**src/hdl/kcav_pkg.sv**
```systemverilog
// ----------------------------------------------------------------------------
// kcav_pkg
// shared constants and types for the kth coprime after value block
// ----------------------------------------------------------------------------
package kcav_pkg;
  localparam int unsigned ValueBits   = 20;
  localparam int unsigned MaxFactors  = 8;
  localparam int unsigned SearchLimit = 100000000;
  localparam int unsigned AnswerBits  = 27;
  localparam int unsigned CountBits   = 32;
  localparam int unsigned DivBits     = 32;
  localparam int unsigned IdxBits     = $clog2(MaxFactors);
  localparam int unsigned FcBits      = $clog2(MaxFactors + 1);
  localparam int unsigned SubBits     = MaxFactors;

  typedef struct packed {
    logic [DivBits-1:0] dividend;
    logic [DivBits-1:0] divisor;
  } div_req_t;

  typedef struct packed {
    logic [DivBits-1:0] quotient;
    logic [DivBits-1:0] remainder;
  } div_rsp_t;
endpackage

```
**src/hdl/kcav_if.sv**
```systemverilog
// ----------------------------------------------------------------------------
// kcav_in_if / kcav_out_if
// valid / ready channels for query and result items
// ----------------------------------------------------------------------------
interface kcav_in_if import kcav_pkg::*; ();
  logic                 valid;
  logic                 ready;
  logic [ValueBits-1:0] start_value;
  logic [ValueBits-1:0] modulus_value;
  logic [ValueBits-1:0] rank;
  modport source (output valid, start_value, modulus_value, rank, input ready);
  modport sink (input valid, start_value, modulus_value, rank, output ready);
endinterface

interface kcav_out_if import kcav_pkg::*; ();
  logic                  valid;
  logic                  ready;
  logic [AnswerBits-1:0] answer;
  logic                  hit_limit;
  modport source (output valid, answer, hit_limit, input ready);
  modport sink (input valid, answer, hit_limit, output ready);
endinterface

```
**src/hdl/kth_coprime_after_value_core.sv**
```systemverilog
// ----------------------------------------------------------------------------
// kth_coprime_after_value_core
// k-th integer above a start value that is coprime with a modulus
// ----------------------------------------------------------------------------
// One query at a time; ready is low while a query is in work, and one finished
// result item can wait in the output register while the next query is taken.
// All divisions run through one 32-bit restoring divider; products come from a
// combinational multiplier. Factoring takes up to about sqrt(p) trial
// divisions, and each of up to 29 coprime counts takes 1 + 2^f divisions,
// with f distinct prime factors.
module kth_coprime_after_value_core import kcav_pkg::*; (
  input  logic      clk_i,
  input  logic      rst_ni,
  kcav_in_if.sink   in_i,
  kcav_out_if.source out_o
);
  localparam logic [4:0] S_IDLE = 5'd0,  S_FTST = 5'd1,  S_FDIV = 5'd2,
                         S_FADD = 5'd3,  S_FSTR = 5'd4,  S_FRED = 5'd5,
                         S_FNXT = 5'd6,  S_FEND = 5'd7,  S_CNT0 = 5'd8,
                         S_CQ   = 5'd9,  S_CMUL = 5'd10, S_SPRD = 5'd11,
                         S_SDIV = 5'd12, S_SACC = 5'd13, S_CFIN = 5'd14,
                         S_TGT  = 5'd15, S_SRCH = 5'd16, S_SCMP = 5'd17,
                         S_OUT  = 5'd18, S_PMUL = 5'd19;

  localparam logic [1:0] C_TGT = 2'd0, C_MID = 2'd1, C_FIN = 2'd2;

  logic [4:0] st_q, st_d;
  logic [1:0] ctx_q, ctx_d;

  logic [ValueBits-1:0] x_q, x_d, k_q, k_d, m_q, m_d;
  logic [ValueBits:0]   dv_q, dv_d;
  logic [ValueBits-1:0] pf_q [MaxFactors];
  logic [ValueBits-1:0] pf_wdata;
  logic                 pf_we;
  logic [IdxBits-1:0]   pf_widx;
  logic [FcBits-1:0]    fc_q, fc_d;
  logic [DivBits-1:0]   rad_q, rad_d, phi_q, phi_d;
  logic [CountBits-1:0] tgt_q, tgt_d;
  logic [AnswerBits-1:0] lo_q, lo_d, hi_q, hi_d;
  logic [DivBits-1:0]   n_q, n_d, rem_q, rem_d, nq_q, nq_d;
  logic [SubBits:0]     sub_q, sub_d;
  logic [IdxBits:0]     bi_q, bi_d;
  logic [DivBits-1:0]   prod_q, prod_d;
  logic                 odd_q, odd_d, big_q, big_d;
  logic signed [DivBits+1:0] part_q, part_d;
  logic [CountBits:0]   cnt_q, cnt_d;
  logic [AnswerBits-1:0] ans_q, ans_d;
  logic                 hit_q, hit_d, ov_q, ov_d;

  logic     dstart;
  div_req_t dreq;
  logic     ddone;
  div_rsp_t drsp;
  logic [2*DivBits-1:0] mul;
  logic [DivBits-1:0]   mop_a, mop_b;
  logic [CountBits+1:0] tsum;
  logic [AnswerBits:0]  msum;

  kcav_divider u_div (
    .clk_i  (clk_i),
    .rst_ni (rst_ni),
    .start_i(dstart),
    .req_i  (dreq),
    .done_o (ddone),
    .rsp_o  (drsp)
  );

  assign mul = mop_a * mop_b;

  always_comb begin
    st_d = st_q; ctx_d = ctx_q;
    x_d = x_q; k_d = k_q; m_d = m_q; dv_d = dv_q;
    fc_d = fc_q; rad_d = rad_q; phi_d = phi_q; tgt_d = tgt_q;
    lo_d = lo_q; hi_d = hi_q; n_d = n_q; rem_d = rem_q; nq_d = nq_q;
    sub_d = sub_q; bi_d = bi_q; prod_d = prod_q; odd_d = odd_q; big_d = big_q;
    part_d = part_q; cnt_d = cnt_q; ans_d = ans_q; hit_d = hit_q; ov_d = ov_q;
    dstart = 1'b0;
    dreq.dividend = '0;
    dreq.divisor  = 32'd1;
    mop_a = '0; mop_b = '0;
    pf_we = 1'b0; pf_widx = fc_q[IdxBits-1:0]; pf_wdata = m_q;
    tsum = '0; msum = '0;
    case (st_q)
      S_IDLE: begin
        if (in_i.valid) begin
          x_d = in_i.start_value; m_d = in_i.modulus_value; k_d = in_i.rank;
          fc_d = '0; rad_d = 32'd1; phi_d = 32'd1; dv_d = (ValueBits+1)'(2);
          st_d = S_FTST;
        end
      end
      S_FTST: begin
        mop_a = 32'(dv_q); mop_b = 32'(dv_q);
        if (m_q > 1 && mul <= 64'(m_q)) begin
          dstart = 1'b1; dreq.dividend = 32'(m_q); dreq.divisor = 32'(dv_q);
          st_d = S_FDIV;
        end else st_d = S_FEND;
      end
      S_FDIV: if (ddone) begin
        if (drsp.remainder == '0) begin
          st_d = (fc_q < FcBits'(MaxFactors)) ? S_FADD : S_FRED;
        end else st_d = S_FNXT;
      end
      S_FADD: begin
        pf_we = 1'b1; pf_wdata = dv_q[ValueBits-1:0];
        mop_a = rad_q; mop_b = 32'(dv_q); rad_d = mul[DivBits-1:0];
        st_d = S_FSTR;
      end
      S_FSTR: begin
        mop_a = phi_q; mop_b = 32'(dv_q) - 32'd1; phi_d = mul[DivBits-1:0];
        fc_d = fc_q + 1'b1;
        st_d = (m_q == '0) ? S_FEND : S_FRED;
      end
      S_FRED: begin
        dstart = 1'b1; dreq.dividend = 32'(m_q); dreq.divisor = 32'(dv_q);
        st_d = S_PMUL;
      end
      S_PMUL: if (ddone) begin
        if (drsp.remainder == '0) begin
          m_d = drsp.quotient[ValueBits-1:0];
          st_d = S_FRED;
        end else st_d = S_FNXT;
      end
      S_FNXT: begin
        dv_d = dv_q + 1'b1; st_d = S_FTST;
      end
      S_FEND: begin
        if (m_q > 1 && fc_q < FcBits'(MaxFactors)) begin
          pf_we = 1'b1;
          mop_a = rad_q; mop_b = 32'(m_q); rad_d = mul[DivBits-1:0];
          dv_d = {1'b0, m_q};
          st_d = S_FSTR;
          m_d = '0;
        end else begin
          n_d = 32'(x_q); ctx_d = C_TGT; st_d = S_CNT0;
        end
      end
      S_CNT0: begin
        dstart = 1'b1; dreq.dividend = n_q; dreq.divisor = rad_q;
        st_d = S_CQ;
      end
      S_CQ: if (ddone) begin
        nq_d = drsp.quotient; rem_d = drsp.remainder;
        st_d = S_CMUL;
      end
      S_CMUL: begin
        mop_a = nq_q; mop_b = phi_q;
        cnt_d = (CountBits+1)'(mul);
        part_d = '0; sub_d = '0;
        st_d = S_SPRD;
        prod_d = 32'd1; odd_d = 1'b0; big_d = 1'b0; bi_d = '0;
      end
      S_SPRD: begin
        if (sub_q[SubBits-1:0] == '0 && sub_q != '0 ||
            sub_q >= ((SubBits+1)'(1) << fc_q)) begin
          st_d = S_CFIN;
        end else if (bi_q == (IdxBits+1)'(fc_q)) begin
          st_d = S_SDIV;
        end else begin
          if (sub_q[bi_q[IdxBits-1:0]]) begin
            mop_a = prod_q; mop_b = 32'(pf_q[bi_q[IdxBits-1:0]]);
            if (mul[2*DivBits-1:DivBits] != '0) big_d = 1'b1;
            prod_d = mul[DivBits-1:0];
            odd_d = !odd_q;
          end
          bi_d = bi_q + 1'b1;
        end
      end
      S_SDIV: begin
        dstart = 1'b1; dreq.dividend = rem_q;
        dreq.divisor = big_q ? 32'hFFFF_FFFF : prod_q;
        st_d = S_SACC;
      end
      S_SACC: if (ddone) begin
        if (!big_q) begin
          if (odd_q) part_d = part_q - $signed({2'b00, drsp.quotient});
          else       part_d = part_q + $signed({2'b00, drsp.quotient});
        end
        sub_d = sub_q + 1'b1;
        prod_d = 32'd1; odd_d = 1'b0; big_d = 1'b0; bi_d = '0;
        st_d = S_SPRD;
      end
      S_CFIN: begin
        cnt_d = cnt_q + (CountBits+1)'(part_q);
        case (ctx_q)
          C_TGT:   st_d = S_TGT;
          C_MID:   st_d = S_SCMP;
          C_FIN:   st_d = S_OUT;
          default: st_d = S_IDLE;
        endcase
      end
      S_TGT: begin
        tsum = (CountBits+2)'(cnt_q) + (CountBits+2)'(k_q);
        tgt_d = (tsum > (CountBits+2)'(32'hFFFF_FFFF)) ? 32'hFFFF_FFFF
                                                       : tsum[CountBits-1:0];
        lo_d = AnswerBits'(1); hi_d = AnswerBits'(SearchLimit);
        st_d = S_SRCH;
      end
      S_SRCH: begin
        msum = {1'b0, lo_q} + {1'b0, hi_q};
        if (lo_q < hi_q) begin
          n_d = 32'(msum[AnswerBits:1]); ctx_d = C_MID;
        end else begin
          n_d = 32'(lo_q); ctx_d = C_FIN;
        end
        st_d = S_CNT0;
      end
      S_SCMP: begin
        if (cnt_q >= (CountBits+1)'(tgt_q)) hi_d = n_q[AnswerBits-1:0];
        else lo_d = n_q[AnswerBits-1:0] + 1'b1;
        st_d = S_SRCH;
      end
      S_OUT: begin
        if (!ov_q || out_o.ready) begin
          ans_d = lo_q; hit_d = cnt_q < (CountBits+1)'(tgt_q);
          ov_d = 1'b1; st_d = S_IDLE;
        end
      end
      default: st_d = S_IDLE;
    endcase
    if (out_o.valid && out_o.ready && st_q != S_OUT) ov_d = 1'b0;
  end

  always_ff @(posedge clk_i or negedge rst_ni) begin
    if (!rst_ni) begin
      st_q <= S_IDLE; ctx_q <= C_TGT; ov_q <= 1'b0;
      fc_q <= '0; rad_q <= 32'd1; phi_q <= 32'd1; tgt_q <= '0;
      lo_q <= AnswerBits'(1); hi_q <= AnswerBits'(SearchLimit);
    end else begin
      st_q <= st_d; ctx_q <= ctx_d; ov_q <= ov_d;
      fc_q <= fc_d; rad_q <= rad_d; phi_q <= phi_d; tgt_q <= tgt_d;
      lo_q <= lo_d; hi_q <= hi_d;
    end
  end

  always_ff @(posedge clk_i) begin
    x_q <= x_d; k_q <= k_d; m_q <= m_d; dv_q <= dv_d;
    n_q <= n_d; rem_q <= rem_d; nq_q <= nq_d; sub_q <= sub_d; bi_q <= bi_d;
    prod_q <= prod_d; odd_q <= odd_d; big_q <= big_d; part_q <= part_d;
    cnt_q <= cnt_d; ans_q <= ans_d; hit_q <= hit_d;
    if (pf_we) pf_q[pf_widx] <= pf_wdata;
  end

  assign in_i.ready      = (st_q == S_IDLE);
  assign out_o.valid     = ov_q;
  assign out_o.answer    = ans_q;
  assign out_o.hit_limit = hit_q;
endmodule

```
**src/hdl/kcav_divider.sv**
```systemverilog
// ----------------------------------------------------------------------------
// kcav_divider
// shared restoring divider, one quotient bit per cycle
// ----------------------------------------------------------------------------
module kcav_divider import kcav_pkg::*; (
  input  logic     clk_i,
  input  logic     rst_ni,
  input  logic     start_i,
  input  div_req_t req_i,
  output logic     done_o,
  output div_rsp_t rsp_o
);
  localparam int unsigned CntBits = $clog2(DivBits + 1);

  logic [DivBits-1:0] quo_q, quo_d, rem_q, rem_d, dsr_q, dsr_d;
  logic [CntBits-1:0] cnt_q, cnt_d;
  logic               busy_q, busy_d, done_q, done_d;
  logic [DivBits:0]   trial;

  always_comb begin
    quo_d  = quo_q;
    rem_d  = rem_q;
    dsr_d  = dsr_q;
    cnt_d  = cnt_q;
    busy_d = busy_q;
    done_d = 1'b0;
    trial  = {rem_q, quo_q[DivBits-1]} - {1'b0, dsr_q};
    if (start_i) begin
      quo_d  = req_i.dividend;
      rem_d  = '0;
      dsr_d  = req_i.divisor;
      cnt_d  = CntBits'(DivBits);
      busy_d = 1'b1;
    end else if (busy_q) begin
      if (!trial[DivBits]) begin
        rem_d = trial[DivBits-1:0];
        quo_d = {quo_q[DivBits-2:0], 1'b1};
      end else begin
        rem_d = {rem_q[DivBits-2:0], quo_q[DivBits-1]};
        quo_d = {quo_q[DivBits-2:0], 1'b0};
      end
      cnt_d = cnt_q - 1'b1;
      if (cnt_q == CntBits'(1)) begin
        busy_d = 1'b0;
        done_d = 1'b1;
      end
    end
  end

  always_ff @(posedge clk_i or negedge rst_ni) begin
    if (!rst_ni) begin
      busy_q <= 1'b0;
      done_q <= 1'b0;
      cnt_q  <= '0;
    end else begin
      busy_q <= busy_d;
      done_q <= done_d;
      cnt_q  <= cnt_d;
    end
  end

  always_ff @(posedge clk_i) begin
    quo_q <= quo_d;
    rem_q <= rem_d;
    dsr_q <= dsr_d;
  end

  assign done_o         = done_q;
  assign rsp_o.quotient  = quo_q;
  assign rsp_o.remainder = rem_q;
endmodule
```
**src/flat_wrapper.sv**
```systemverilog
// flat-port wrapper written by rule: the top's interface ports become plain ports
module kth_coprime_after_value_core_flat import kcav_pkg::*;
  (clk_i, rst_ni, in_i_valid, in_i_start_value, in_i_modulus_value, in_i_rank, in_i_ready, out_o_valid, out_o_answer, out_o_hit_limit, out_o_ready);
  kcav_in_if in_i_i ();
  kcav_out_if out_o_i ();
  input  logic clk_i;
  input  logic rst_ni;
  input wire logic [$bits(in_i_i.valid)-1:0] in_i_valid;
  input wire logic [$bits(in_i_i.start_value)-1:0] in_i_start_value;
  input wire logic [$bits(in_i_i.modulus_value)-1:0] in_i_modulus_value;
  input wire logic [$bits(in_i_i.rank)-1:0] in_i_rank;
  output wire logic [$bits(in_i_i.ready)-1:0] in_i_ready;
  output wire logic [$bits(out_o_i.valid)-1:0] out_o_valid;
  output wire logic [$bits(out_o_i.answer)-1:0] out_o_answer;
  output wire logic [$bits(out_o_i.hit_limit)-1:0] out_o_hit_limit;
  input wire logic [$bits(out_o_i.ready)-1:0] out_o_ready;
  assign in_i_i.valid = in_i_valid;
  assign in_i_i.start_value = in_i_start_value;
  assign in_i_i.modulus_value = in_i_modulus_value;
  assign in_i_i.rank = in_i_rank;
  assign in_i_ready = in_i_i.ready;
  assign out_o_valid = out_o_i.valid;
  assign out_o_answer = out_o_i.answer;
  assign out_o_hit_limit = out_o_i.hit_limit;
  assign out_o_i.ready = out_o_ready;
  kth_coprime_after_value_core u_core (.clk_i(clk_i), .rst_ni(rst_ni), .in_i(in_i_i), .out_o(out_o_i));
endmodule
```
**config.mk**
```make
export PLATFORM = sky130hd
export DESIGN_NAME = kth_coprime_after_value_core_flat
export DESIGN_NICKNAME = d
export VERILOG_FILES = /design/src/hdl/kcav_pkg.sv /design/src/hdl/kcav_if.sv /design/src/hdl/kth_coprime_after_value_core.sv /design/src/hdl/kcav_divider.sv /design/src/flat_wrapper.sv
export SDC_FILE = /design/constraint.sdc
export NUM_CORES = 2
export LEC_CHECK = 0
export ABC_AREA = 1
export BUFFER_PORTS_ARGS = -buffer_cell sky130_fd_sc_hd__buf_2
export CAP_MARGIN = 0
export CELL_PAD_IN_SITES_DETAIL_PLACEMENT = 1
export CELL_PAD_IN_SITES_GLOBAL_PLACEMENT = 2
export CORE_UTILIZATION = 37
export CTS_CLUSTER_SIZE = 14
export DETAILED_ROUTE_END_ITERATION = 8
export PLACE_DENSITY = 0.86
export SKIP_LAST_GASP = 1
export SLEW_MARGIN = 25
export SYNTH_ARGS = -nofsm -noshare
export SYNTH_HDL_FRONTEND = slang
export SYNTH_SLANG_ARGS = --single-unit
```
**constraint.sdc**
```tcl
create_clock -name clk_i -period 11.1 [get_ports clk_i]
set_input_delay 1.665 -clock clk_i [delete_from_list [all_inputs] [get_ports clk_i]]
set_output_delay 1.665 -clock clk_i [all_outputs]
set_load 0.02 [all_outputs]
```
==> impl_metrics.json <==
{
  "outcome": "complete, no violations",
  "yosysWarningCount": 0,
  "fp-row-count": 167,
  "syn_area_um2": 77800,
  "reg2reg_slack_ps": 320,
  "critPathMaxFanout": 8,
  "fill_cells": 24979,
  "synthesis.nets": 11007,
  "final_nets": 11472,
  "holdBufCountCts": 0,
  "irDropWorstVdd_mv": 0.307,
  "max_slew_margin": 0.253,
  "coreArea_um2": 208000,
  "r2r-end": "u_core.u_div.dsr_q[0]$_DFFE_PP_",
  "holdPathEnd": "u_core.lo_q[0]$_DFFE_PN1P_",
  "grt_usage": 0.302,
  "pin_count": 94,
  "root_buffer": "clkbuf_16",
  "p_per_area_nw_per_um2": 288,
  "instances_no_fill": 12856,
  "grt_pass1_wl_mm": 476,
  "hpwl_mm": 260,
  "worst_r2r_startpoint": "u_core.fc_q[1]$_DFFE_PN0P_",
  "max_freq_ghz": 0.0928,
  "period_share": 0.971,
  "cts_tree": "built",
  "drtPass1Iterations": 6,
  "die_w_um": 461,
  "portBuffers": 93,
  "busiest_layer": "met2",
  "post-place-cells": 12654,
  "synth_edf_count": 537,
  "ys_types": 71,
  "crit_type": "flop to flop",
  "worstMarginPinSlew_ps": 1120,
  "vias": 69596,
  "h-tree-depth": 3,
  "gp_congestion": 1.01,
  "die_y_um": 461,
  "detail_route.wl_per_cell_um": 25.2,
  "ant_nets": 0,
  "final_max_slew_viol_count": 0,
  "post-route-min-period_ps": 10780,
  "overflow": 0,
  "endpoint_kind": "flop",
  "slowest_delay_ps": 610,
  "register_area_um2": 21100,
  "grt_pass1_vias": 73288,
  "crit_top_cell": "nand2_1",
  "arrival_ps": 11250,
  "cp.required_ps": 11570,
  "drt_drc_violations_left": 0,
  "clk_pin_slew_ps": 70,
  "min_from": "u_core.n_q[0]$_DFFE_PP_",
  "synthFlopType": "edfxtp_1",
  "antenna_found_initial": 16,
  "syn2layout_area_growth_pct": 16.1,
  "hold_depth": 1,
  "hold_viol": 0,
  "cp_slowest_cell": "fa_1",
  "use_met2": 0.473,
  "seq_area_frac_synth": 0.271,
  "grt_max_degree": 81,
  "met1_usage": 0.421,
  "fin_skew_ps": 75.9,
  "p_leak_nw": 42.9,
  "ys_ff_latch": 742,
  "p_total_w": 0.0260,
  "cts_num_sinks": 742,
  "cts_buffer_depth": 3,
  "setup_viol": 0,
  "drt_iter0_drc": 6196,
  "layout-drive-gt1-share": 0.120,
  "maxCapViolations": 0,
  "die_area_um2": 212000,
  "multiInputGateArea_um2": 48900,
  "hp-class": "flop to flop",
  "wirelength_mm": 323,
  "async_reset_ff_frac": 0.229,
  "hold_ws_ps": 488,
  "vias_per_cell": 5.41,
  "use_met3": 0.0561,
  "clock_latency_ps": 720,
  "syn_area_per_cell_um2": 8.17,
  "rr_worst_depth": 51,
  "syn_inst": 9530,
  "cts_buffers": 80,
  "start_kind": "flop",
  "initial_utilization": 0.374
}
==> cells in the mapped netlist (14+ instances only) <==
master	number	area, µm²
a221oi_1	34	298
ha_1	512	6410
nand4_1	80	500
or2_2	14	87.6
nor4_1	31	194
o211ai_1	41	308
o32ai_1	45	394
clkinv_1	21	78.8
xnor2_1	57	499
edfxtp_1	537	16100
fa_1	901	18000
inv_1	1978	7420
buf_2	82	410
o21bai_1	16	120
nand3_1	326	1630
o21ai_0	446	2230
nor3_1	80	400
inv_2	27	101
xor2_1	116	1020
dfstp_2	15	394
nand2_1	2043	7670
a21oi_1	369	1850
o21a_1	35	263
clkbuf_1	234	878
o22ai_1	78	488
dfxtp_1	35	701
dfrtp_1	155	3880
a31oi_1	50	313
nor2_1	987	3700
==> cells by family (layout without fill, tap and decap cells) <==
| logic type | Yosys count | count (layout) | share of synthesized area |
|---|---|---|---|
| buffers and inverters | 2367 | 2899 | 0.116 |
| XOR/XNOR | 175 | 175 | 0.0199 |
| flip-flops | 742 | 742 | 0.271 |
| AO/OA/AOI/OAI | 1215 | 1215 | 0.0906 |
| other | 0 | 6 | 0 |
| AND/OR/NAND/NOR | 3618 | 3618 | 0.188 |
| adder cells (fa/ha/maj) | 1413 | 1413 | 0.314 |
==> per-layer routing <==
layer | vias to the layer above | wire, µm
met5 | - | 72
met4 | 14 | 11500
met3 | 487 | 26200
met2 | 2552 | 145000
met1 | 35821 | 141000
li1 | 30722 | -
==> sequential cells by signal, summed over array words and instances (netlist names), 32 cells and up, named ones only <==
register / flops
u_core.pf_q: 160
u_core.u_div.rem_q: 32
u_core.part_q: 33
u_core.rad_q: 32
u_core.u_div.quo_q: 32
u_core.tgt_q: 32
u_core.u_div.dsr_q: 32
u_core.phi_q: 32
u_core.rem_q: 32
u_core.prod_q: 32
u_core.nq_q: 32
u_core.cnt_q: 33
==> where the power goes <==
| group | internal (W) | switching (W) |
|---|---|---|
| clock | 0.00169 | 0.00126 |
| combinational | 0.00642 | 0.0120 |
| sequential | 0.00399 | 0.000666 |
| total | 0.0121 | 0.0140 |
==> worst max-delay path by stage <==
stage | startpoint | end
3_5_place_dp | u_core.m_q[5]$_DFFE_PP_ | u_core.u_div.dsr_q[0]$_DFFE_PP_
5_1_grt | u_core.fc_q[0]$_DFFE_PN0P_ | u_core.u_div.dsr_q[0]$_DFFE_PP_
3_3_place_gp | u_core.m_q[17]$_DFFE_PP_ | u_core.u_div.dsr_q[0]$_DFFE_PP_
6_report | u_core.fc_q[1]$_DFFE_PN0P_ | u_core.u_div.dsr_q[0]$_DFFE_PP_
4_1_cts | u_core.fc_q[1]$_DFFE_PN0P_ | u_core.u_div.dsr_q[0]$_DFFE_PP_
2_1_floorplan | u_core.fc_q[2]$_DFFE_PN0P_ | u_core.u_div.quo_q[0]$_DFFE_PP_
==> final cells by class <==
| cell class | count | area share |
|---|---|---|
| Antenna cell | 6 | 0.000166 |
| Clock buffer | 112 | 0.0249 |
| Clock inverter | 37 | 0.00629 |
| Inverter | 2026 | 0.0844 |
| Multi-Input combinational cell | 6421 | 0.541 |
| Sequential cell | 742 | 0.234 |
| Tap cell | 2788 | 0.0386 |
| Timing Repair Buffer | 724 | 0.0710 |
==> critical path: cells and delay by family, from the launching register on <==
family	cells	cell delay [ps]
fa+ha+maj	11	5160
simple gates	25	3130
buf+inv	13	1660
flops	1	430
compound gates	2	190
==> through the flow <==
step / utilization / setup slack [ps] / TNS, ps / cell area, µm²
final: 0.434 / 321 / 0 / 90400
after global routing: 0.434 / -98.3 / -5170 / 90300
after CTS: 0.425 / 2.35 / 0 / 88600
after detailed placement: 0.411 / -719 / -76980 / 85600
after global placement: 0.411 / -642 / -63810 / 85600
after floorplan: - / 755 / 0 / 77800
==> layout by cell type (no fill, tap or decap), types with 15 or more instances in the layout <==
cell / instances
nand2_1: 1975
inv_1: 1956
nor2_1: 909
fa_1: 869
edfxtp_1: 537
buf_4: 514
ha_1: 484
o21ai_0: 434
a21oi_1: 360
nand3_1: 312
dfrtp_1: 155
xor2_1: 114
buf_2: 92
clkbuf_16: 89
nand4_1: 80
o22ai_1: 78
nor3_1: 74
buf_12: 65
nor2_2: 60
xnor2_1: 57
nand2_2: 56
a31oi_1: 50
o32ai_1: 45
inv_2: 44
o211ai_1: 41
dfxtp_1: 33
o21a_1: 32
fa_2: 32
a221oi_1: 31
buf_6: 31
nor4_1: 29
nor2_4: 27
clkinv_1: 25
clkbuf_1: 20
ha_4: 19
o21ai_1: 18
o21bai_1: 16
dfstp_2: 15
==> repair_timing <==
item / in CTS / in global routing
buffers inserted: 1 / 38
gates cloned: 0 / 8
pin swaps: 2 / 68
gates resized for setup: 23 / 351
setup endpoints to repair: 160 / 160
Power figures use the tool's default switching activity.
